File: src/sv/mf3_pkg.sv
// mf3_pkg: shared constants, register indexes and types of the 3x3 median filter.
// Used by every module of the block; depends on nothing.
package mf3_pkg;

	localparam int PIX_W            = 8;
	localparam int WIN_TAPS         = 9;
	localparam int DEF_MAX_WIDTH    = 1024;
	localparam int DEF_MAX_HEIGHT   = 4096;
	localparam int DEF_IMAGE_WIDTH  = 640;
	localparam int DEF_IMAGE_HEIGHT = 480;
	localparam int IMG_W_W          = 11;
	localparam int IMG_H_W          = 13;
	localparam int CFG_DATA_W       = 13;
	localparam int CFG_IDX_W        = 2;
	localparam int Q_DEPTH          = 4;

	localparam logic [CFG_IDX_W-1:0] REG_IMAGE_WIDTH  = CFG_IDX_W'(0);
	localparam logic [CFG_IDX_W-1:0] REG_IMAGE_HEIGHT = CFG_IDX_W'(1);

	typedef logic [PIX_W-1:0] mf3_pix_t;

	typedef struct packed {
		logic med;
		logic bord;
		logic eof;
	} mf3_kind_t;

	typedef struct packed {
		mf3_pix_t top;
		mf3_pix_t mid;
		mf3_pix_t pix;
	} mf3_col_t;

	typedef logic [WIN_TAPS-1:0][PIX_W-1:0] mf3_win_t;

endpackage

File: src/sv/mf3_back.sv
// mf3_back: 3x3 window, pipelined median selection network and result output register.
// Pops columns from the queue; depends on mf3_pkg.
module mf3_back #(
	parameter int MAX_WIDTH  = mf3_pkg::DEF_MAX_WIDTH,
	parameter int MAX_HEIGHT = mf3_pkg::DEF_MAX_HEIGHT,
	localparam int CW = $clog2(MAX_WIDTH),
	localparam int RW = $clog2(MAX_HEIGHT),
	localparam int QW = $bits(mf3_pkg::mf3_kind_t) + $bits(mf3_pkg::mf3_col_t) + RW + CW
) (
	input  logic              clk,
	input  logic              arst_n,
	input  logic              q_valid,
	input  logic [QW-1:0]     q_data,
	output logic              q_pop,
	output logic              result_valid,
	input  logic              result_ready,
	output mf3_pkg::mf3_pix_t out_value,
	output logic [RW-1:0]     out_row,
	output logic [CW-1:0]     out_col,
	output logic              last_of_run,
	output logic              end_of_frame
);

	localparam int KW = $bits(mf3_pkg::mf3_kind_t);
	localparam int LW = $bits(mf3_pkg::mf3_col_t);

	function automatic mf3_pkg::mf3_win_t cx(input mf3_pkg::mf3_win_t v, input int lo,
		input int hi);
		mf3_pkg::mf3_win_t res;
		res = v;
		if (v[lo] > v[hi]) begin
			res[lo] = v[hi];
			res[hi] = v[lo];
		end
		return res;
	endfunction

	mf3_pkg::mf3_kind_t q_kind;
	mf3_pkg::mf3_col_t  q_col;
	logic [RW-1:0]      q_r;
	logic [CW-1:0]      q_c;
	logic               adv;

	logic               v_s1, v_s2, v_s3;
	mf3_pkg::mf3_win_t  win_s1, win_s2, win_s3;
	mf3_pkg::mf3_kind_t kind_s1, kind_s2, kind_s3;
	logic [RW-1:0]      r_s1, r_s2, r_s3;
	logic [CW-1:0]      c_s1, c_s2, c_s3;
	mf3_pkg::mf3_win_t  net_a, net_b, net_c;

	logic               result_valid_q;
	logic               pend_q;
	mf3_pkg::mf3_pix_t  value_q;
	logic [RW-1:0]      row_q, prow_q;
	logic [CW-1:0]      col_q, pcol_q;
	logic               last_q, eof_q, peof_q;

	assign q_kind = mf3_pkg::mf3_kind_t'(q_data[QW-1 -: KW]);
	assign q_col  = mf3_pkg::mf3_col_t'(q_data[CW+RW +: LW]);
	assign q_r    = q_data[CW +: RW];
	assign q_c    = q_data[CW-1:0];

	assign adv   = !result_valid_q || (result_ready && !pend_q);
	assign q_pop = adv && q_valid;

	always_comb begin
		net_a = win_s1;
		net_a = cx(net_a, 1, 2);
		net_a = cx(net_a, 4, 5);
		net_a = cx(net_a, 7, 8);
		net_a = cx(net_a, 0, 1);
		net_a = cx(net_a, 3, 4);
		net_a = cx(net_a, 6, 7);
		net_a = cx(net_a, 1, 2);
		net_a = cx(net_a, 4, 5);
		net_a = cx(net_a, 7, 8);
	end

	always_comb begin
		net_b = win_s2;
		net_b = cx(net_b, 0, 3);
		net_b = cx(net_b, 5, 8);
		net_b = cx(net_b, 4, 7);
		net_b = cx(net_b, 3, 6);
		net_b = cx(net_b, 1, 4);
		net_b = cx(net_b, 2, 5);
		net_b = cx(net_b, 4, 7);
	end

	always_comb begin
		net_c = win_s3;
		net_c = cx(net_c, 4, 2);
		net_c = cx(net_c, 6, 4);
		net_c = cx(net_c, 4, 2);
	end

	// shift the window one column left, newest column at the top taps
	always_ff @(posedge clk or negedge arst_n) begin
		if (!arst_n) begin
			v_s1   <= 1'b0;
			v_s2   <= 1'b0;
			v_s3   <= 1'b0;
			win_s1 <= '0;
		end else if (adv) begin
			v_s1 <= q_pop;
			v_s2 <= v_s1;
			v_s3 <= v_s2;
			if (q_pop) begin
				win_s1 <= {q_col.pix, q_col.mid, q_col.top, win_s1[8:3]};
			end
		end
	end

	always_ff @(posedge clk) begin
		if (adv) begin
			if (q_pop) begin
				kind_s1 <= q_kind;
				r_s1    <= q_r;
				c_s1    <= q_c;
			end
			win_s2  <= net_a;
			kind_s2 <= kind_s1;
			r_s2    <= r_s1;
			c_s2    <= c_s1;
			win_s3  <= net_b;
			kind_s3 <= kind_s2;
			r_s3    <= r_s2;
			c_s3    <= c_s2;
		end
	end

	// hold the border result behind a median until the median transaction completes
	always_ff @(posedge clk or negedge arst_n) begin
		if (!arst_n) begin
			result_valid_q <= 1'b0;
			pend_q         <= 1'b0;
			value_q        <= '0;
			row_q          <= '0;
			col_q          <= '0;
			last_q         <= 1'b0;
			eof_q          <= 1'b0;
			prow_q         <= '0;
			pcol_q         <= '0;
			peof_q         <= 1'b0;
		end else begin
			priority if (result_valid_q && result_ready && pend_q) begin
				value_q <= '0;
				row_q   <= prow_q;
				col_q   <= pcol_q;
				last_q  <= 1'b1;
				eof_q   <= peof_q;
				pend_q  <= 1'b0;
			end else if (adv) begin
				if (v_s3 && kind_s3.med) begin
					result_valid_q <= 1'b1;
					value_q        <= net_c[4];
					row_q          <= r_s3 - RW'(1);
					col_q          <= c_s3 - CW'(1);
					last_q         <= !kind_s3.bord;
					eof_q          <= 1'b0;
					pend_q         <= kind_s3.bord;
					prow_q         <= r_s3;
					pcol_q         <= c_s3;
					peof_q         <= kind_s3.eof;
				end else if (v_s3 && kind_s3.bord) begin
					result_valid_q <= 1'b1;
					value_q        <= '0;
					row_q          <= r_s3;
					col_q          <= c_s3;
					last_q         <= 1'b1;
					eof_q          <= kind_s3.eof;
					pend_q         <= 1'b0;
				end else begin
					result_valid_q <= 1'b0;
				end
			end
		end
	end

	assign result_valid = result_valid_q;
	assign out_value    = value_q;
	assign out_row      = row_q;
	assign out_col      = col_q;
	assign last_of_run  = last_q;
	assign end_of_frame = eof_q;

endmodule

File: config.mk
export PLATFORM = sky130hd
export DESIGN_NAME = mf3_back
export DESIGN_NICKNAME = d
export VERILOG_FILES = /design/src/sv/mf3_pkg.sv /design/src/sv/mf3_back.sv
export SDC_FILE = /design/constraint.sdc
export NUM_CORES = 1
export LEC_CHECK = 0
export ABC_AREA = 1
export BUFFER_PORTS_ARGS = -buffer_cell sky130_fd_sc_hd__buf_2
export CORE_MARGIN = 4
export CORE_UTILIZATION = 55
export CTS_CLUSTER_DIAMETER = 150
export CTS_CLUSTER_SIZE = 10
export DETAILED_ROUTE_END_ITERATION = 10
export GPL_TIMING_DRIVEN = 0
export PLACE_DENSITY = 0.82
export SLEW_MARGIN = 20
export SYNTH_ARGS = -nofsm -noshare
export SYNTH_HDL_FRONTEND = slang
export SYNTH_SLANG_ARGS = --single-unit
File: constraint.sdc
create_clock -name clk -period 10.2 [get_ports clk]
set_input_delay 1.02 -clock clk [delete_from_list [all_inputs] [get_ports clk]]
set_output_delay 1.02 -clock clk [all_outputs]
set_load 0.03 [all_outputs]
==> flow_metrics.tcl, run 1 <==
set metrics [dict create \
    cp_common_cell "nand2_1" \
    crit_type "register to register" \
    die_y_um 188 \
    maxSlewViolCount 0 \
    syn_area_per_cell_um2 8.66 \
    die_x_um 188 \
    postCtsHoldBufs 0 \
    slowest_stage "dfrtp_1" \
    cts_buffers 36 \
    worstSkewPairLatency_ns 0.53 \
    hpwl_um 36300 \
    yosysMostFrequentCell "nand2_1" \
    setup_ws_ns 5.11 \
    dr.pass1.iters 6 \
    max_freq_mhz 197 \
    core_um2 31700 \
    ant_nets 0 \
    diodes 0 \
    grt_pass1_vias 14536 \
    fillers 2593 \
    dp_slack_ns 5.22 \
    gp_congestion 1.00 \
    finalInstanceArea_um2 20000 \
    finalHoldViolCount 0 \
    slew_headroom_pct 44.5 \
    grt_usage_pct 26.5 \
    synth.top_cell.area_share_pct 28.9 \
    ys_async_sr_fraction_pct 43.6 \
    hold_ws_ns 0.382 \
    ys_top_cells_by_area "edfxtp_1, dfrtp_1, nand2_1" \
    hp-class "primary input to async pin" \
    seq_area_frac_synth_pct 47.5 \
    vias 14861 \
    grt_pass1_wl_um 75600 \
    first_iter_violations 1365 \
    clockBufferDepth 3 \
    crit_required_ns 10.44 \
    cts_tree "built" \
    wl_um 46900 \
    antenna_found_initial 1 \
    rsz0062_at_grt "no" \
    cts_resized 0 \
    num_io_pins 87 \
    ys.flop_type "edfxtp_1" \
    start_util_pct 56.0 \
    drive_above_1_share_pct 10.5 \
    synth-edff-count 171 \
    cts_root_buf "clkbuf_16" \
    synth_top_cells_by_count "nand2_1, nand3_1, inv_1" \
    status "finished clean" \
    overflow 0 \
    numPortBuffers 86 \
    skew_ns 0.0259 \
    worstPathArrival_ns 5.33 \
    postCtsSetupBuffers 0 \
    worstMarginPinSlew_ns 0.832 \
    post_drt_wl_per_cell_um 18.0 \
    grt_max_degree 89 \
    fin_crit_sh_pct 49.9 \
    drcViolationCount 0 \
    final_nets 2389 \
    syn_area_um2 17800 \
    die_area_um2 35200 \
    ys_seq_elements 303 \
    ys_types 44 \
    finalSetupTns_ns 0 \
    placed_cell_area_um2 18900 \
    syn_inst 2050 \
    syn2layout_area_growth_pct 12.5 \
    row_count 65 \
    cts_sinks 303 \
    via_per_inst 5.70 \
    fin_crit_ns 5.09 \
    worstPathMaxFanout 10 \
    yosys_warnings 0 \
    reg2reg_depth 28 \
    clk_pin_slew_ns 0.06 \
    start_kind "register" \
    cp-end-kind "register" \
    cpPeakStageDelay_ns 0.43 \
    synth_top_cell_by_area "edfxtp_1" \
    cts_max_level 2 \
    syn_nets 2257 \
    setup_viol 0 \
    maxCapViolations 0 \
]
final cells by class:
cell class / instances / area (um2) / share of cell area [%]
clock buffers: 57 / 1000 / 5.01
plain buffers: 53 / 293 / 1.47
flip-flops and latches: 303 / 8440 / 42.2
multi-input cells: 1484 / 8240 / 41.2
repair buffers: 94 / 653 / 3.27
clock inverters: 3 / 55.1 / 0.276
inverters: 210 / 795 / 3.98
well taps: 402 / 503 / 2.52
worst max-delay path, delay by kind of cell (launching register included):
family / cells / cell delay (ns)
AND/OR/NAND/NOR: 15 / 1.84
flip-flops: 1 / 0.43
buffers and inverters: 4 / 0.86
adder cells (fa/ha/maj): 3 / 0.88
AO/OA/AOI/OAI: 6 / 0.78
sequential cells by signal, summed over array words and instances (netlist names), 12 cells and up:
register and count:
win_s3 24, r_s1 12, win_s1 72, win_s2 72
r_s2 12, r_s3 12, out_row 12, prow_q 12
worst paths after layout:
kind | startpoint | to | slack (ns)
setup / recovery | win_s1[13] | win_s2[17] | 5.11
hold / removal | arst_n | end_of_frame | 0.38
setup reg to reg | win_s1[13] | win_s2[17] | 5.11
hold reg to reg | c_s1[0] | c_s2[0] | 0.41
max in group asynchronous | arst_n | win_s1[23] | 9.02
min in group clk | c_s1[0] | c_s2[0] | 0.41
metrics by stage:
stage	instances	utilization (%)
5_1_grt	2606	63.0
2_1_floorplan	2050	-
6_report	2606	63.0
4_1_cts	2606	63.0
3_5_place_dp	2546	59.6
3_3_place_gp	2538	58.9
layer usage:
metal / GRT usage [%] / routed length, um / vias up / part of all wire [%]
met5: 0 / 17 / - / 0.036
met4: 10.0 / 1850 / 2 / 3.9
li1: - / - / 7167 / -
met3: 4.99 / 3600 / 127 / 7.7
met1: 35.3 / 19500 / 6975 / 42
met2: 43.4 / 21900 / 590 / 47
cells in the final DEF, fill, tap and decap left out, drive strengths merged, types with 65 or more instances in the layout:
master  synthesis  layout
nand2         593     593
nand3         236     236
inv           207     208
o21ai         193     193
edfxtp        171     171
ha            154     154
dfrtp         132     132
buf            34     128
a21oi          88      88
clkbuf         19      76
nor2           69      69
and2           65      65
logic make-up after synthesis:
group           count (synthesis)  synth area share, %
simple gates                 1009                 25.6
compound gates                310                 9.40
flops                         303                 47.5
buf+inv                       263                 6.12
fa+ha+maj                     154                 10.8
xor+xnor                       10                0.493
mux                             1               0.0634
Power of run 1 is not shown: default switching activity piles up to over one toggle a cycle in this logic, so the estimate is an artifact.
==> run 2, diff against run 1 <==
==> constraint.sdc (replaced) <==
create_clock -name clk -period 5.22 [get_ports clk]
set_input_delay 0.522 -clock clk [delete_from_list [all_inputs] [get_ports clk]]
set_output_delay 0.522 -clock clk [all_outputs]
set_load 0.03 [all_outputs]
==> flow_metrics.tcl, run 2 (synthesis gave the netlist of run 1 again) <==
set metrics [dict create \
    ant_nets 0 \
    die_x_um 188 \
    slew_headroom_pct 43.5 \
    clockBufferDepth 3 \
    cts_root_buf "clkbuf_16" \
    post_drt_wl_per_cell_um 18.0 \
    timing.rr.end "win_s2[37]" \
    largestRegisters "win_s1 (72), win_s2 (72), win_s3 (24)" \
    gp_congestion 1.00 \
    max_freq_mhz 205 \
    hp-class "primary input to register" \
    seqCellArea_um2 8440 \
    grt_pass1_wl_um 75700 \
    final_common_cell "nand2_1" \
    clk_pin_slew_ns 0.05 \
    core_um2 31700 \
    worstHoldStart "q_data[7]" \
    cts_tree "built" \
    worstPathMaxFanout 10 \
    antenna_found_initial 1 \
    fin_crit_ns 4.88 \
    worstPathArrival_ns 5.14 \
    first_iter_violations 1384 \
    start_kind "register" \
    numPortBuffers 86 \
    grt_pass1_vias 14546 \
    num_io_pins 87 \
    hpwl_um 36300 \
    crit_type "register to register" \
    finalHoldViolCount 0 \
    final_nets 2394 \
    maxCapViolations 0 \
    cts_sinks 303 \
    reg2reg_depth 26 \
    grt_usage_pct 26.5 \
    r2r-start "win_s1[43]" \
    crit_required_ns 5.48 \
    diodes 0 \
    dr.pass1.iters 8 \
    worstSkewPairLatency_ns 0.53 \
    status "finished clean" \
    via_per_inst 5.72 \
    hold_path_end "c_s1[7]" \
    skew_ns 0.0243 \
    fin_crit_sh_pct 93.6 \
    maxSlewViolCount 0 \
    setup_viol 0 \
    grt_max_degree 89 \
    vias 14929 \
    fillers 2582 \
    mostFrequentLayoutCells "nand2_1, nand3_1, inv_1, edfxtp_1, ha_1" \
    overflow 0 \
    drive_above_1_share_pct 11.0 \
    cp-end-kind "register" \
    drcViolationCount 0 \
    die_area_um2 35200 \
    post-route-util_pct 63.2 \
    holdPathStages 1 \
    die_y_um 188 \
    syn2layout_area_growth_pct 12.9 \
    wl_um 47100 \
    start_util_pct 56.0 \
    worstMarginPinSlew_ns 0.847 \
    row_count 65 \
    multi_input_area_um2 8260 \
    cts_max_level 2 \
    cts_buffers 36 \
    r2r_setup_slack_ns 0.34 \
]
## run 2: what timing repair did
action | CTS | global route
hold buffers | 1 | 0
setup endpoints to repair | 0 | 51
endpoints found under the hold margin | 44 | 0
resized for setup | 0 | 15
setup buffers | 0 | 4
## run 2: worst max path at each step
stage | startpoint | to | cells after the start
global placement | result_ready | q_pop | 7
floorplan | result_ready | q_pop | 5
detailed placement | win_s1[41] | win_s2[36] | 26
CTS | win_s1[13] | win_s2[10] | 27
global route | win_s1[65] | win_s2[69] | 25
finish | win_s1[43] | win_s2[37] | 26
## run 2: area by class of cell
class	count	area share, %
buffer	53	1.50
clock buffer	57	4.99
clock inverter	3	0.275
inverter	210	3.98
multi-input combinational	1484	41.2
sequential	303	42.1
tap	402	2.51
timing repair buffer	99	3.46
## run 2: metrics by stage
stage | TNS (ns) | cell area [um2] | instances | setup slack (ns) | hold slack (ns)
after global routing | -0.0161 | 20100 | 2611 | -0.0158 | 0.149
after CTS | 0 | 20000 | 2607 | 0.178 | 0.152
after floorplan | 0 | 17800 | 2050 | 0.403 | 0.226
final | 0 | 20100 | 2611 | 0.335 | 0.172
after global placement | -100.07 | 18700 | 2538 | -1.58 | 0.401
after detailed placement | 0 | 18900 | 2546 | 0.237 | 0.405
## run 2: layer usage
layer  track usage (%)  share of wire, %
met3              4.99               7.7
met5                 0             0.036
met4              10.0               3.8
met1              35.3                42
met2              43.4                47
## run 2: worst max-delay path, stage by stage (launching register included)
cell	delay [ns]
dfrtp_1	0.39
inv_1	0.19
ha_1	0.28
a21oi_1	0.15
o21ai_1	0.08
nand2_1	0.07
nand2_2	0.13
nand2_4	0.16
nand2_1	0.08
and2_1	0.16
ha_1	0.29
a21oi_1	0.18
o21a_1	0.14
nand2_1	0.05
nand2_1	0.18
clkbuf_4	0.25
nand3_1	0.19
and2_1	0.19
ha_1	0.32
a21oi_1	0.15
o21ai_0	0.09
o21bai_2	0.21
o21ai_4	0.13
inv_2	0.15
buf_4	0.21
nand3_1	0.07
nand2_1	0.11
Power of run 2 is left out for the same reason.
==> run 3, diff against run 2 <==
--- a/config.mk
+++ b/config.mk
@@ -7,13 +7,15 @@
 export LEC_CHECK = 0
 export ABC_AREA = 1
 export BUFFER_PORTS_ARGS = -buffer_cell sky130_fd_sc_hd__buf_2
+export CELL_PAD_IN_SITES_DETAIL_PLACEMENT = 1
+export CELL_PAD_IN_SITES_GLOBAL_PLACEMENT = 1
 export CORE_MARGIN = 4
-export CORE_UTILIZATION = 55
+export CORE_UTILIZATION = 48
 export CTS_CLUSTER_DIAMETER = 150
 export CTS_CLUSTER_SIZE = 10
 export DETAILED_ROUTE_END_ITERATION = 10
 export GPL_TIMING_DRIVEN = 0
-export PLACE_DENSITY = 0.82
+export PLACE_DENSITY = 0.9
 export SLEW_MARGIN = 20
 export SYNTH_ARGS = -nofsm -noshare
 export SYNTH_HDL_FRONTEND = slang
==> flow_metrics.tcl, run 3 (synthesis gave the netlist of run 1 again) <==
set metrics [dict create \
    status "finished clean" \
    overflow 0 \
    wl_met2_um 31900 \
    numPortBuffers 86 \
    num_io_pins 87 \
    fillers 4289 \
    top_layer "met5" \
    setup_viol 0 \
    fin_crit_sh_pct 98.2 \
    dp_slack_ns 0.123 \
    skew_ns 0.0328 \
    worstPathMaxFanout 10 \
    row_count 70 \
    via_per_inst 6.05 \
    grt_usage_pct 30.9 \
    vias 16273 \
    clockBufferDepth 3 \
    first_iter_violations 1604 \
    largestRegisters "win_s1 (72), win_s2 (72), win_s3 (24)" \
    cts_root_buf "clkbuf_16" \
    final_nets 2403 \
    start_kind "register" \
    gp_congestion 0.929 \
    drive_above_1_share_pct 11.9 \
    die_x_um 200 \
    clk_pin_slew_ns 0.06 \
    finalInstanceArea_um2 20300 \
    worstPathArrival_ns 5.49 \
    hp-class "primary input to register" \
    drcViolationCount 0 \
    m1WireLength_um 24300 \
    finalHoldViolCount 0 \
    core_um2 36500 \
    antenna_found_initial 3 \
    grt_max_degree 87 \
    post_drt_wl_per_cell_um 24.1 \
    max_freq_mhz 195 \
    syn2layout_area_growth_pct 14.1 \
    crit_required_ns 5.58 \
    maxCapViolations 0 \
    hpwl_um 44900 \
    dr.pass1.iters 5 \
    r2r_setup_slack_ns 0.1 \
    maxSlewViolCount 0 \
    worstMarginPinSlew_ns 0.966 \
    cts_buffers 36 \
    slew_headroom_pct 35.4 \
    cts_tree "built" \
    grt_pass1_wl_um 98600 \
    crit_type "register to register" \
    cts_max_level 2 \
    ant_nets 0 \
    grt_pass1_vias 17178 \
    setup_ws_ns 0.0964 \
    mostFrequentLayoutCells "nand2_1, nand3_1, inv_1, edfxtp_1, ha_1" \
    wl_met3_um 4170 \
    start_util_pct 48.6 \
    die_area_um2 40100 \
    cts_sinks 303 \
    die_y_um 200 \
    fin_crit_ns 5.12 \
    final_common_cell "nand2_1" \
    worstSkewPairLatency_ns 0.57 \
    wl_um 64900 \
    cp-end-kind "register" \
    placed_cell_area_um2 19000 \
]
run 3: changes by cell type in the layout (fill, tap and decap cells not counted), moves of 2 or more:
cell	previous run	this run
buf_4	8	16
nand2_1	570	567
a21oi_2	3	1
a21oi_4	0	2
buf_2	107	105
diode_2	0	2
inv_1	199	197
inv_6	1	3
nand2_2	17	19
nand2_4	6	8
nand4_2	1	3
nor2_1	62	60
o21ai_2	5	3
o21ai_4	2	4
run 3: stage by stage:
| stage | util, % | hold WS [ns] | std cells | setup TNS, ns |
|---|---|---|---|---|
| floorplan | - | 0.226 | 2050 | 0 |
| global placement | 51.4 | 0.403 | 2604 | -100.72 |
| detailed placement | 52.0 | 0.407 | 2612 | 0 |
| CTS | 54.9 | 0.125 | 2673 | 0 |
| global route | 55.5 | 0.131 | 2687 | -0.810 |
| finish | 55.5 | 0.134 | 2688 | 0 |
run 3: layout make-up:
class | instances | area [um2] | share of cell area [%]
flip-flops and latches | 303 | 8440 | 41.6
multi-input cells | 1486 | 8350 | 41.2
clock buffers | 56 | 976 | 4.81
inverters | 210 | 801 | 3.95
repair buffers | 105 | 746 | 3.68
well taps | 468 | 586 | 2.89
plain buffers | 53 | 308 | 1.52
clock inverters | 4 | 56.3 | 0.278
repair inverters | 1 | 5.00 | 0.0247
diodes | 2 | 5.00 | 0.0247
run 3: worst paths after layout:
path,start,to,cells after the start
max,win_s1[71],win_s2[63],25
max in group asynchronous,arst_n,win_s1[8],3
min in group asynchronous,arst_n,prow_q[8],2
min,q_data[7],c_s1[7],1
min reg2reg,r_s1[9],r_s2[9],0
max reg2reg,win_s1[71],win_s2[63],25
run 3: routing by layer:
| metal | GRT usage (%) | vias to the layer above |
|---|---|---|
| li1 | - | 7188 |
| met1 | 37.0 | 8009 |
| met2 | 53.6 | 795 |
| met3 | 5.34 | 277 |
| met4 | 15.9 | 4 |
| met5 | 0 | - |
run 3: worst max-delay path, cell delays in order (launching register included):
cell and delay (ns):
dfrtp_1 0.38, inv_1 0.17, ha_1 0.29, a21oi_1 0.15, o21a_1 0.18, nand2_4 0.11, nand2_4 0.13, nand2_1 0.09
and2_1 0.18, ha_1 0.31, a21oi_1 0.18, o21ai_1 0.10, nand2_1 0.07, nand2_1 0.04, nand2_1 0.16, clkbuf_4 0.25
nand3_1 0.19, and2_1 0.22, ha_1 0.34, a21oi_1 0.17, nor2_1 0.09, a211oi_2 0.35, a21o_4 0.26, buf_4 0.21
nand3_1 0.13, nand2_1 0.19
run 3: what timing repair did:
| item | 4_1_cts | 5_1_grt |
|---|---|---|
| setup endpoints to repair | 0 | 64 |
| resized for setup | 0 | 39 |
| hold buffers | 1 | 0 |
| hold endpoints to repair | 46 | 0 |
| setup buffers | 0 | 10 |
Power of run 3 is left out for the same reason.
