==> src/sv/mf3_pkg.sv <==
// mf3_pkg: shared constants, register indexes and types of the 3x3 median filter.
// Used by every module of the block; depends on nothing.
package mf3_pkg;

	localparam int PIX_W            = 8;
	localparam int WIN_TAPS         = 9;
	localparam int DEF_MAX_WIDTH    = 1024;
	localparam int DEF_MAX_HEIGHT   = 4096;
	localparam int DEF_IMAGE_WIDTH  = 640;
	localparam int DEF_IMAGE_HEIGHT = 480;
	localparam int IMG_W_W          = 11;
	localparam int IMG_H_W          = 13;
	localparam int CFG_DATA_W       = 13;
	localparam int CFG_IDX_W        = 2;
	localparam int Q_DEPTH          = 4;

	localparam logic [CFG_IDX_W-1:0] REG_IMAGE_WIDTH  = CFG_IDX_W'(0);
	localparam logic [CFG_IDX_W-1:0] REG_IMAGE_HEIGHT = CFG_IDX_W'(1);

	typedef logic [PIX_W-1:0] mf3_pix_t;

	typedef struct packed {
		logic med;
		logic bord;
		logic eof;
	} mf3_kind_t;

	typedef struct packed {
		mf3_pix_t top;
		mf3_pix_t mid;
		mf3_pix_t pix;
	} mf3_col_t;

	typedef logic [WIN_TAPS-1:0][PIX_W-1:0] mf3_win_t;

endpackage

==> src/sv/mf3_fifo.sv <==
// mf3_fifo: short register queue between the front and back of the median filter.
// Depends on mf3_pkg for the default depth.
module mf3_fifo #(
	parameter int DEPTH  = mf3_pkg::Q_DEPTH,
	parameter int DATA_W = 1
) (
	input  logic              clk,
	input  logic              arst_n,
	input  logic              push,
	input  logic [DATA_W-1:0] push_data,
	output logic              full,
	input  logic              pop,
	output logic [DATA_W-1:0] pop_data,
	output logic              not_empty
);

	localparam int PW   = (DEPTH > 1) ? $clog2(DEPTH) : 1;
	localparam int CNTW = $clog2(DEPTH + 1);

	logic [DATA_W-1:0] mem_q [DEPTH];
	logic [PW-1:0]     wr_ptr_q;
	logic [PW-1:0]     rd_ptr_q;
	logic [CNTW-1:0]   count_q;

	assign full      = (count_q == CNTW'(DEPTH));
	assign not_empty = (count_q != '0);
	assign pop_data  = mem_q[rd_ptr_q];

	always_ff @(posedge clk or negedge arst_n) begin
		if (!arst_n) begin
			wr_ptr_q <= '0;
			rd_ptr_q <= '0;
			count_q  <= '0;
		end else begin
			if (push) begin
				wr_ptr_q <= (wr_ptr_q == PW'(DEPTH - 1)) ? '0 : wr_ptr_q + PW'(1);
			end
			if (pop) begin
				rd_ptr_q <= (rd_ptr_q == PW'(DEPTH - 1)) ? '0 : rd_ptr_q + PW'(1);
			end
			unique case ({push, pop})
				2'b10: begin
					count_q <= count_q + CNTW'(1);
				end
				2'b01: begin
					count_q <= count_q - CNTW'(1);
				end
				default: begin
					count_q <= count_q;
				end
			endcase
		end
	end

	always_ff @(posedge clk) begin
		if (push) begin
			mem_q[wr_ptr_q] <= push_data;
		end
	end

endmodule

==> config.mk <==
export PLATFORM = sky130hd
export DESIGN_NAME = mf3_fifo
export DESIGN_NICKNAME = d
export VERILOG_FILES = /design/src/sv/mf3_pkg.sv /design/src/sv/mf3_fifo.sv
export SDC_FILE = /design/constraint.sdc
export NUM_CORES = 1
export LEC_CHECK = 0
export BUFFER_PORTS_ARGS = -buffer_cell sky130_fd_sc_hd__buf_2
export CORE_UTILIZATION = 40
export DETAILED_ROUTE_END_ITERATION = 8
export HOLD_SLACK_MARGIN = 0.03
export PLACE_DENSITY = 0.62
export SLEW_MARGIN = 25
export SYNTH_ARGS = -nofsm -noshare
export SYNTH_HDL_FRONTEND = slang
export SYNTH_SLANG_ARGS = --single-unit
export TNS_END_PERCENT = 30
==> constraint.sdc <==
create_clock -name clk -period 1.4 [get_ports clk]
set_clock_uncertainty 0.2 [all_clocks]
set_input_delay 0.14 -clock clk [delete_from_list [all_inputs] [get_ports clk]]
set_output_delay 0.14 -clock clk [all_outputs]
set_load 0.03 [all_outputs]
==> reports/summary.txt, run 1 <==
========================================================================================================
H-Tree Level Count                                                                                     1
Gpl congestion                                                                                    0.7506
Maximum number of pins on one net before global-route repair                                           8
End-of-flow core utilization                                                                      0.6010
Outcome                                                                                     finished with violations
Clock tree buffer depth                                                                                2
Die width                                                                                       39.27 um
Effective utilization at floorplan                                                                0.4269
CTS Sinks                                                                                             11
Top area cells in the synthesized netlist                                                   dfrtp_1, edfxtp_1, ha_1, mux2_2, and2_2
Worst-case setup slack after placement                                                        -0.2008 ns
Number of vias in the routed layout                                                                  370
Syn Std Cell Area                                                                            555.5 sq um
Die Ht                                                                                          39.27 um
Adder-cell area share of the yosys netlist                                                        0.1712
Max VDD drop                                                                                    934.9 uV
Power Density                                                                               1946 nW/um^2
Setup slack of the worst register-to-register path                                              -0.19 ns
Least-Margin Pin Slew                                                                          0.3050 ns
Start point of the worst min-delay path                                                             push
Global route overflow                                                                                  0
Number of nets with antenna violations after routing                                                   0
Top-area cell type share of the netlist area                                                      0.3153
Vias in the first global route                                                                       389
Unrepaired setup endpoints after global routing                                                     true
Fin. Hold Viols                                                                                        0
Worst hold endpoint                                                                         wr_ptr_q[0]$_DFFE_PN0P_
# Max-Cap Violations                                                                                   0
HP Class                                                                                    primary input to flop
CP arrival                                                                                       1.32 ns
Reg2reg start                                                                               count_q[0]$_DFFE_PN0P_
Reg-to-Reg End                                                                              count_q[2]$_DFFE_PN0P_
Final setup viols                                                                                      5
Highest net fanout along the worst path                                                                3
Global-route usage over all layers                                                                0.1559
Instance count along the most critical hold path                                                       4
Final-layout setup total negative slack                                                       -0.9624 ns
Crit. End Element                                                                            output port
Worst r2r path cells                                                                                   5
Average footprint of a synthesized cell                                                      13.89 sq um
Simple-gate portion of the synthesized area                                                       0.1104
Post-synthesis compound-gate area fraction                                                       0.01802
Min Tclk post-route                                                                             1.663 ns
Relative slew margins                                                                             0.7960
Critical Path Start Type                                                                            flop
Later-pin clock latency in the skew report                                                       0.27 ns
Vias per Instance                                                                                  4.744
Placed wire-length estimate after detailed placement                                            761.5 um
Area share of xor/xnor cells in the synthesized design                                           0.04730
Fraction of synthesized area in multiplexers                                                      0.1014
Combinational family with the most area after synthesis                                      adder cells
Global-route wire length before repair                                                          1.511 mm
Failing checks                                                                              negative setup slack
Number of antenna violations at the first check in global routing                                      0
Root buffer cell                                                                                clkbuf_4
I/O Buffers                                                                                            7
Number of nets produced by synthesis                                                                  52
DRC viols                                                                                              0
Boundary pin count                                                                                     8
Worst endpoint required time                                                                     1.06 ns
Total detailed-routing wirelength                                                                 974 um
Total number of yosys warnings                                                                         0
Type of the worst setup path                                                                flop to output port
Final worst-path setup slack                                                                  -0.2631 ns
Number of placement rows                                                                              13
Count of distinct cell types in the synthesized netlist                                               16
Number of antenna repair diodes                                                                        0
Period utilisation layout                                                                          1.188
Post-synthesis sequential area ratio                                                              0.5315
Total leakage power                                                                            0.3610 nW
Most used cells in the layout excluding fill and tap cells                                  dfrtp_1, buf_4, ha_1, dlygate4sd3_1
Growth of design area from synthesis to finish                                                    40.77%
Highest Clock Rate                                                                            0.6013 GHz
Number of storage elements in the synthesis netlist                                                   11
Fin nets                                                                                              76
Power Total                                                                                     1.522 mW
Detailed Route Iter0 Violations                                                                        2
Clock buffer count from CTS                                                                            3
Mean routed wirelength per cell                                                                 12.49 um
Synth area leader                                                                                dfrtp_1
Post-CTS clock slew at the launch and capture registers of the worst setup and hold paths        0.07 ns
Placed Instance Area                                                                         659.4 sq um
Router iterations before antenna repair                                                                3
Final max-slew violation count                                                                         0
Area of the core                                                                              1301 sq um
Die Footprint                                                                                 1542 sq um
TritonCTS clock tree                                                                               built
Synthesized instance count                                                                            40
Fraction of final layout cells with drive strength greater than 1                                 0.4921
Area of all placed cells without fillers                                                     782.0 sq um
========================================================================================================
## final cells by class
class	count	area, sq um
repair buffers	19	156.4
fillers	114	519.2
clock inverters	1	5.005
multi-input cells	26	272.8
flip-flops and latches	11	295.3
inverters	3	11.26
well taps	15	18.77
clock buffers	3	22.52
## metal layers
metal / share of wire / vias to the layer above / track usage
met4: 0 / 0 / 0.08621
met1: 0.39 / 180 / 0.1487
met5: 0 / - / 0
met2: 0.58 / 6 / 0.2917
met3: 0.027 / 0 / 0.04545
li1: - / 184 / -
## synth_stat cells, drive strengths merged
master / number
dfrtp: 7
xor2: 1
ha: 6
nand2: 1
and2: 4
edfxtp: 4
mux2: 3
o21ai: 2
mux4: 1
fa: 1
nor3b: 1
or3: 2
nor2: 2
xnor2: 2
inv: 3
## metrics by stage
stage	hold WS [ns]	cells
final	0.04315	78
after global routing	0.04720	78
after CTS	0.04773	78
after detailed placement	-0.2210	68
after global placement	-0.2259	68
after floorplan	-0.3556	40
## worst max path at each step
| stage | startpoint | end | slack (ns) | cells past startpoint |
|---|---|---|---|---|
| after floorplan | count_q[0]$_DFFE_PN0P_ | count_q[2]$_DFFE_PN0P_ | -0.09 | 4 |
| after global placement | push | count_q[2]$_DFFE_PN0P_ | -0.11 | 7 |
| after detailed placement | push | count_q[2]$_DFFE_PN0P_ | -0.20 | 7 |
| after CTS | rd_ptr_q[0]$_DFFE_PN0P_ | pop_data | -0.28 | 2 |
| after global routing | count_q[0]$_DFFE_PN0P_ | not_empty | -0.31 | 3 |
| final | count_q[0]$_DFFE_PN0P_ | not_empty | -0.26 | 3 |
## critical path, cell delays in order (launching register included)
cell and delay, ns:
dfrtp_1 0.40, buf_6 0.13, or3_4 0.38, buf_6 0.15
## state kept, by name, indices dropped and copies added (netlist names)
| name | cells |
|---|---|
| mem_q | 4 |
| count_q | 3 |
| wr_ptr_q | 2 |
| rd_ptr_q | 2 |
## kinds of logic after synthesis
kind of cell	after synthesis
DFF	11
and+or+nand+nor	10
adders and majority gates	7
muxes	4
xor gates and xnor gates	3
buffers and inverters	3
AOI/OAI and AO/OA	2
## power by group
part / total [mW] / switching [mW] / internal, mW
combinational: 0.757 / 0.330 / 0.426
clock: 0.210 / 0.104 / 0.106
sequential: 0.555 / 0.0961 / 0.459
## timing repair
item	4_1_cts	5_1_grt
pin swaps	2	1
buffers inserted	1	0
hold buffers	5	0
hold endpoints to repair	13	0
endpoints found under the setup margin	5	7
gates resized for setup	6	5
cloned	0	0
Note: power is estimated with default switching activity, not from simulation.
==> run 2, diff against run 1 <==
--- a/config.mk
+++ b/config.mk
@@ -6,10 +6,12 @@
 export NUM_CORES = 1
 export LEC_CHECK = 0
 export BUFFER_PORTS_ARGS = -buffer_cell sky130_fd_sc_hd__buf_2
-export CORE_UTILIZATION = 40
+export CORE_AREA = 2 2 39 41
 export DETAILED_ROUTE_END_ITERATION = 8
+export DIE_AREA = 0 0 41 43
+export GPL_ROUTABILITY_DRIVEN = 0
 export HOLD_SLACK_MARGIN = 0.03
-export PLACE_DENSITY = 0.62
+export PLACE_DENSITY = 0.65
 export SLEW_MARGIN = 25
 export SYNTH_ARGS = -nofsm -noshare
 export SYNTH_HDL_FRONTEND = slang
==> run 2 against run 1 <==
Effect of this change:
- the flow still finishes with violations (negative setup slack)
- cell count rose by 3.8%
- clock-buffer cell count grew 1
- routed wire length fell by 8.9%
- combinational power increased by 4.0%
- sequential share of layout area shrank 0.59 points
- first-iteration DRC count decreased by 100%
- register-to-register slack got worse by 0.03 ns
- largest cell class unchanged
- largest power group unchanged
==> reports/summary.txt, run 2 (synthesis gave the netlist of run 1 again) <==
========================================================================================================
Post-CTS clock slew at the launch and capture registers of the worst setup and hold paths        0.07 ns   about the same
Highest Clock Rate                                                                            0.6054 GHz   +0.69%
Critical path cell sequence                                                                 mux4_2 > buf_6
Met3 WL post-DR                                                                                    28 um   +7.7%
Worst hold margin                                                                             0.03648 ns   -0.006661 ns
DR WL met2                                                                                        475 um   -17%
Vias in the first global route                                                                       351   -9.8%
Die Ht                                                                                             43 um   +9.5%
Power Total                                                                                     1.540 mW   +1.2%
Global-route usage over all layers                                                                0.1260   -0.02988
Growth of design area from synthesis to finish                                                    43.02%
Die width                                                                                          41 um   +4.4%
Reg-to-Reg End                                                                              count_q[2]$_DFFE_PN0P_
Fin nets                                                                                              78   +2.6%
Global route overflow                                                                                  0   unchanged
CP arrival                                                                                       1.31 ns   about the same
TritonCTS clock tree                                                                               built
Top routing layer in use                                                                            met4
Number of antenna violations at the first check in global routing                                      0   unchanged
Vias per Instance                                                                                  4.481   -5.5%
Largest reg by FF count                                                                            mem_q
Mean routed wirelength per cell                                                                 10.95 um   -12%
Type of the worst setup path                                                                flop to output port
Final worst-path setup slack                                                                  -0.2517 ns   +0.01137 ns
Max VDD drop                                                                                    957.4 uV   +2.4%
Number of vias in the routed layout                                                                  363   -1.9%
Total leakage power                                                                            0.3623 nW   +0.36%
Die Footprint                                                                                 1763 sq um   +14%
Worst r2r path cells                                                                                   5   unchanged
CTS Sinks                                                                                             11   unchanged
Top Family by Delay on Critical Path                                                        multiplexers
HP Class                                                                                    primary input to async pin
Effective utilization at floorplan                                                                0.4014   -0.02548
Root buffer cell                                                                                clkbuf_4
Area occupied by registers                                                                   295.3 sq um   unchanged
Clock tree buffer depth                                                                                2   unchanged
Final max-slew violation count                                                                         0   unchanged
Total detailed-routing wirelength                                                                 887 um   -8.9%
Later-pin clock latency in the skew report                                                       0.26 ns   about the same
Number of placement rows                                                                              14   +1
Area of the core                                                                              1384 sq um   +6.3%
Boundary pin count                                                                                     8   unchanged
H-Tree Level Count                                                                                     1   unchanged
Slowest cell delay on critical path                                                              0.51 ns   +0.11 ns
Most used cells in the layout excluding fill and tap cells                                  dfrtp_1, buf_4, buf_6, ha_1
Fraction of final layout cells with drive strength greater than 1                                 0.4923   about the same
# Max-Cap Violations                                                                                   0   unchanged
Worst endpoint required time                                                                     1.06 ns   about the same
Total buffers and inverters traversed by the critical path                                             1   -1
Crit. End Element                                                                            output port
FILL cells                                                                                           125   +9.6%
Power Density                                                                               1939 nW/um^2   -0.36%
Setup slack of the worst register-to-register path                                              -0.22 ns   -0.03 ns
Relative slew margins                                                                             0.8818   +0.08573
Router iterations before antenna repair                                                                1   -2
Final setup viols                                                                                      5   unchanged
I/O Buffers                                                                                            7   unchanged
Maximum number of pins on one net before global-route repair                                           8   unchanged
Period utilisation layout                                                                          1.180   -0.008121
Reg2reg start                                                                               count_q[1]$_DFFE_PN0P_
Least-Margin Pin Slew                                                                          0.1774 ns   -0.1276 ns
Flip-flop count of the largest register after layout                                                   4   unchanged
Number of antenna repair diodes                                                                        0   unchanged
Global-route wire length before repair                                                          1.428 mm   -5.5%
Cell with the largest stage delay on the worst path                                               mux4_2
Highest net fanout along the worst path                                                                2   -1
Wl on met1                                                                                        379 um   +0.26%
Fin. Hold Viols                                                                                        0   unchanged
Detailed Route Iter0 Violations                                                                        0   -2
Regs by FF count                                                                            mem_q: 4 flops, count_q: 3 flops
Clock buffer count from CTS                                                                            3   unchanged
Outcome                                                                                     finished with violations
Unrepaired setup endpoints after global routing                                                     true
Min Tclk post-route                                                                             1.652 ns   -0.01137 ns
Number of nets with antenna violations after routing                                                   0   unchanged
Failing checks                                                                              negative setup slack
Combined area of the multi-input logic cells                                                 261.5 sq um   -4.1%
Critical Path Start Type                                                                            flop
DRC viols                                                                                              0   unchanged
End-of-flow core utilization                                                                      0.5741   -0.02682
========================================================================================================
==> run 2: changes by cell type in the layout (fill, tap and decap cells not counted), sizes merged <==
cell / delta
clkbuf: +1
dlygate4sd3: -1
buf: +3
clkinv: -1
==> run 2: stage by stage <==
step / instances / instance area, sq um / setup TNS (ns) / setup WS [ns]
after floorplan: 40 / 560.5 / -0.1421 / -0.08973
after global placement: 68 / 653.1 / -0.2477 / -0.1136
after detailed placement: 68 / 653.1 / -0.2865 / -0.1390
after CTS: 78 / 753.2 / -0.9839 / -0.2710
after global routing: 81 / 794.5 / -1.408 / -0.3265
final: 81 / 794.5 / -1.066 / -0.2517
==> run 2: power breakdown <==
part / internal (mW) / leakage (nW) / switching [mW] / total (mW)
combinational: 0.463 / 0.227 / 0.324 / 0.787
sequential: 0.459 / 0.120 / 0.0844 / 0.543
clock: 0.110 / 0.0150 / 0.100 / 0.210
==> run 2: worst max-delay path by stage <==
stage	start	to	slack, ns	cells after the start
floorplan	count_q[0]$_DFFE_PN0P_	count_q[2]$_DFFE_PN0P_	-0.09	4
global placement	push	count_q[2]$_DFFE_PN0P_	-0.11	7
detailed placement	push	count_q[2]$_DFFE_PN0P_	-0.14	7
CTS	rd_ptr_q[0]$_DFFE_PN0P_	pop_data	-0.27	2
global route	rd_ptr_q[0]$_DFFE_PN0P_	pop_data	-0.33	2
finish	rd_ptr_q[0]$_DFFE_PN0P_	pop_data	-0.25	2
==> run 2: repair_timing <==
item	in CTS	in global routing
hold buffers	4	0
buffers inserted	2	3
hold endpoints to repair	13	0
endpoints found under the setup margin	5	7
resized for setup	6	5
pin swaps	0	3
==> run 2: layer usage <==
metal	global-route usage	vias to the layer above
met5	0	-
met4	0.08000	0
met2	0.1875	5
met3	0.03141	2
li1	-	186
met1	0.1546	170
==> run 2: area by class of cell <==
cell class	instances	area share
tap	16	0.02520
clock buffer	4	0.03307
inverter	3	0.01417
sequential	11	0.3717
multi-input combinational	26	0.3291
timing repair buffer	21	0.2268
==> run 3, diff against run 2 <==
==> constraint.sdc (replaced) <==
create_clock -name clk -period 1.4 [get_ports clk]
set_clock_uncertainty 0.2 [all_clocks]
set_input_delay 0.21 -clock clk [delete_from_list [all_inputs] [get_ports clk]]
set_output_delay 0.21 -clock clk [all_outputs]
set_load 0.03 [all_outputs]
==> run 3 against run 2 <==
Effect of this change:
- the run still ends with negative setup slack left
- clock-buffer cell count stayed put
- power is 5.5% lower
- via count is 9.9% lower
- clock power hardly changed
- largest power group unchanged
==> reports/summary.txt, run 3 (synthesis gave the netlist of run 1 again) <==
========================================================================================================
Maximum number of pins on one net before global-route repair                                           8   unchanged
Worst endpoint required time                                                                     0.99 ns   -0.07 ns
CTS Sinks                                                                                             11   unchanged
Highest net fanout along the worst path                                                                2   unchanged
Number of antenna repair diodes                                                                        0   unchanged
Total detailed-routing wirelength                                                                 809 um   -8.8%
Die Ht                                                                                             43 um   unchanged
Growth of design area from synthesis to finish                                                    34.23%
Critical path cell sequence                                                                 mux4_2 > buf_6
Vias in the first global route                                                                       341   -2.8%
Clock buffer count from CTS                                                                            3   unchanged
Crit. End Element                                                                            output port
DRC viols                                                                                              0   unchanged
HP Class                                                                                    primary input to async pin
Global route overflow                                                                                  0   unchanged
Die Footprint                                                                                 1763 sq um   unchanged
Vias per Instance                                                                                  4.247   -5.2%
Least-Margin Pin Slew                                                                          0.1716 ns   -0.005740 ns
Worst path depth                                                                                       2   unchanged
Period utilisation layout                                                                          1.229   +0.04915
Outcome                                                                                     finished with violations
Failing checks                                                                              negative setup slack
Effective utilization at floorplan                                                                0.4014   unchanged
Regs by FF count                                                                            mem_q: 4 flops, count_q: 3 flops
Final max-slew violation count                                                                         0   unchanged
Min Tclk post-route                                                                             1.721 ns   +0.06881 ns
I/O Buffers                                                                                            7   unchanged
Relative slew margins                                                                             0.8856   +0.003827
Final worst-path setup slack                                                                  -0.3206 ns   -0.06881 ns
Critical Path Start Type                                                                            flop
Fin. Hold Viols                                                                                        0   unchanged
Boundary pin count                                                                                     8   unchanged
Power Density                                                                               1951 nW/um^2   +0.65%
Global-route wire length before repair                                                          1.407 mm   -1.5%
Root buffer cell                                                                                clkbuf_4
Cell with the largest stage delay on the worst path                                               mux4_2
Global-route usage over all layers                                                                0.1246   -0.001408
TritonCTS clock tree                                                                               built
Flip-flop count of the largest register after layout                                                   4   unchanged
# Max-Cap Violations                                                                                   0   unchanged
H-Tree Level Count                                                                                     1   unchanged
Mean routed wirelength per cell                                                                 10.51 um   -4.1%
Unrepaired setup endpoints after global routing                                                     true
Largest reg by FF count                                                                            mem_q
Most used cells in the layout excluding fill and tap cells                                  buf_4, dfrtp_1, ha_1
Slowest cell delay on critical path                                                              0.51 ns   about the same
Area of the core                                                                              1384 sq um   unchanged
Leading cell type in the layout, fill and taps excluded                                            buf_4
Number of nets with antenna violations after routing                                                   0   unchanged
Number of placement rows                                                                              14   unchanged
Fraction of final layout cells with drive strength greater than 1                                 0.4754   -0.01690
Type of the worst setup path                                                                flop to output port
Post-CTS clock slew at the launch and capture registers of the worst setup and hold paths        0.07 ns   about the same
Later-pin clock latency in the skew report                                                       0.27 ns   about the same
Die width                                                                                          41 um   unchanged
Area of all placed cells without fillers                                                     745.7 sq um   -6.1%
Total buffers and inverters traversed by the critical path                                             1   unchanged
Worst r2r path cells                                                                                   5   unchanged
Number of antenna violations at the first check in global routing                                      0   unchanged
Fin nets                                                                                              74   -5.1%
Highest Clock Rate                                                                            0.5812 GHz   -4.0%
Router iterations before antenna repair                                                                3   +2
Max VDD drop                                                                                     1105 uV   +15%
Clock tree buffer depth                                                                                2   unchanged
Placed Instance Area                                                                         668.1 sq um   +2.3%
Top Family by Delay on Critical Path                                                        multiplexers
Detailed Route Iter0 Violations                                                                        4   +4
CP arrival                                                                                       1.31 ns   about the same
Total leakage power                                                                            0.3424 nW   -5.5%
Final setup viols                                                                                      5   unchanged
Worst hold margin                                                                             0.09935 ns   +0.06287 ns
Number of vias in the routed layout                                                                  327   -9.9%
========================================================================================================
run 3: layout make-up:
type                       instances  area [sq um]
fill                             119         638.1
sequential                        11         295.3
multi-input combinational         26         259.0
timing repair buffer              17         133.9
clock buffer                       4         26.28
tap                               16         20.02
inverter                           3         11.26
run 3: power breakdown:
group,internal [mW],switching [mW],leakage (nW)
Clock,0.110,0.102,0.0150
Combinational,0.395,0.303,0.208
Sequential,0.459,0.0852,0.120
run 3: layer usage:
layer  GRT usage  vias to the layer above  wire (um)
li1            -                      178          -
met1      0.1769                      140        387
met2      0.1531                        7        362
met3     0.03141                        2         32
met4      0.1000                        0         27
met5           0                        -          0
run 3: timing repair:
action / CTS / global route
pin swaps: 0 / 0
gates resized for setup: 7 / 0
buffers inserted: 1 / 0
hold buffers: 2 / 0
setup endpoints to repair: 6 / 6
endpoints found under the hold margin: 11 / 0
run 3: stage by stage:
| stage | total power [mW] | setup TNS [ns] | setup WS (ns) | cells | util |
|---|---|---|---|---|---|
| floorplan | 0.9427 | -0.1423 | -0.08973 | 40 | - |
| global placement | 1.125 | -0.4710 | -0.2020 | 70 | 0.4828 |
| detailed placement | 1.161 | -0.5386 | -0.2125 | 70 | 0.4828 |
| CTS | 1.479 | -1.232 | -0.3425 | 77 | 0.5389 |
| global route | 1.590 | -1.454 | -0.3772 | 77 | 0.5389 |
| finish | 1.455 | -1.149 | -0.3206 | 77 | 0.5389 |
run 3: path summary, 6_finish.rpt:
path / startpoint / to / slack, ns
hold / removal: arst_n / rd_ptr_q[1]$_DFFE_PN0P_ / 0.1
min in group clk: push / wr_ptr_q[0]$_DFFE_PN0P_ / 0.10
hold reg to reg: count_q[2]$_DFFE_PN0P_ / count_q[2]$_DFFE_PN0P_ / 0.29
max in group asynchronous: arst_n / wr_ptr_q[1]$_DFFE_PN0P_ / 0.74
setup reg to reg: count_q[0]$_DFFE_PN0P_ / count_q[2]$_DFFE_PN0P_ / -0.21
setup / recovery: rd_ptr_q[0]$_DFFE_PN0P_ / pop_data / -0.32
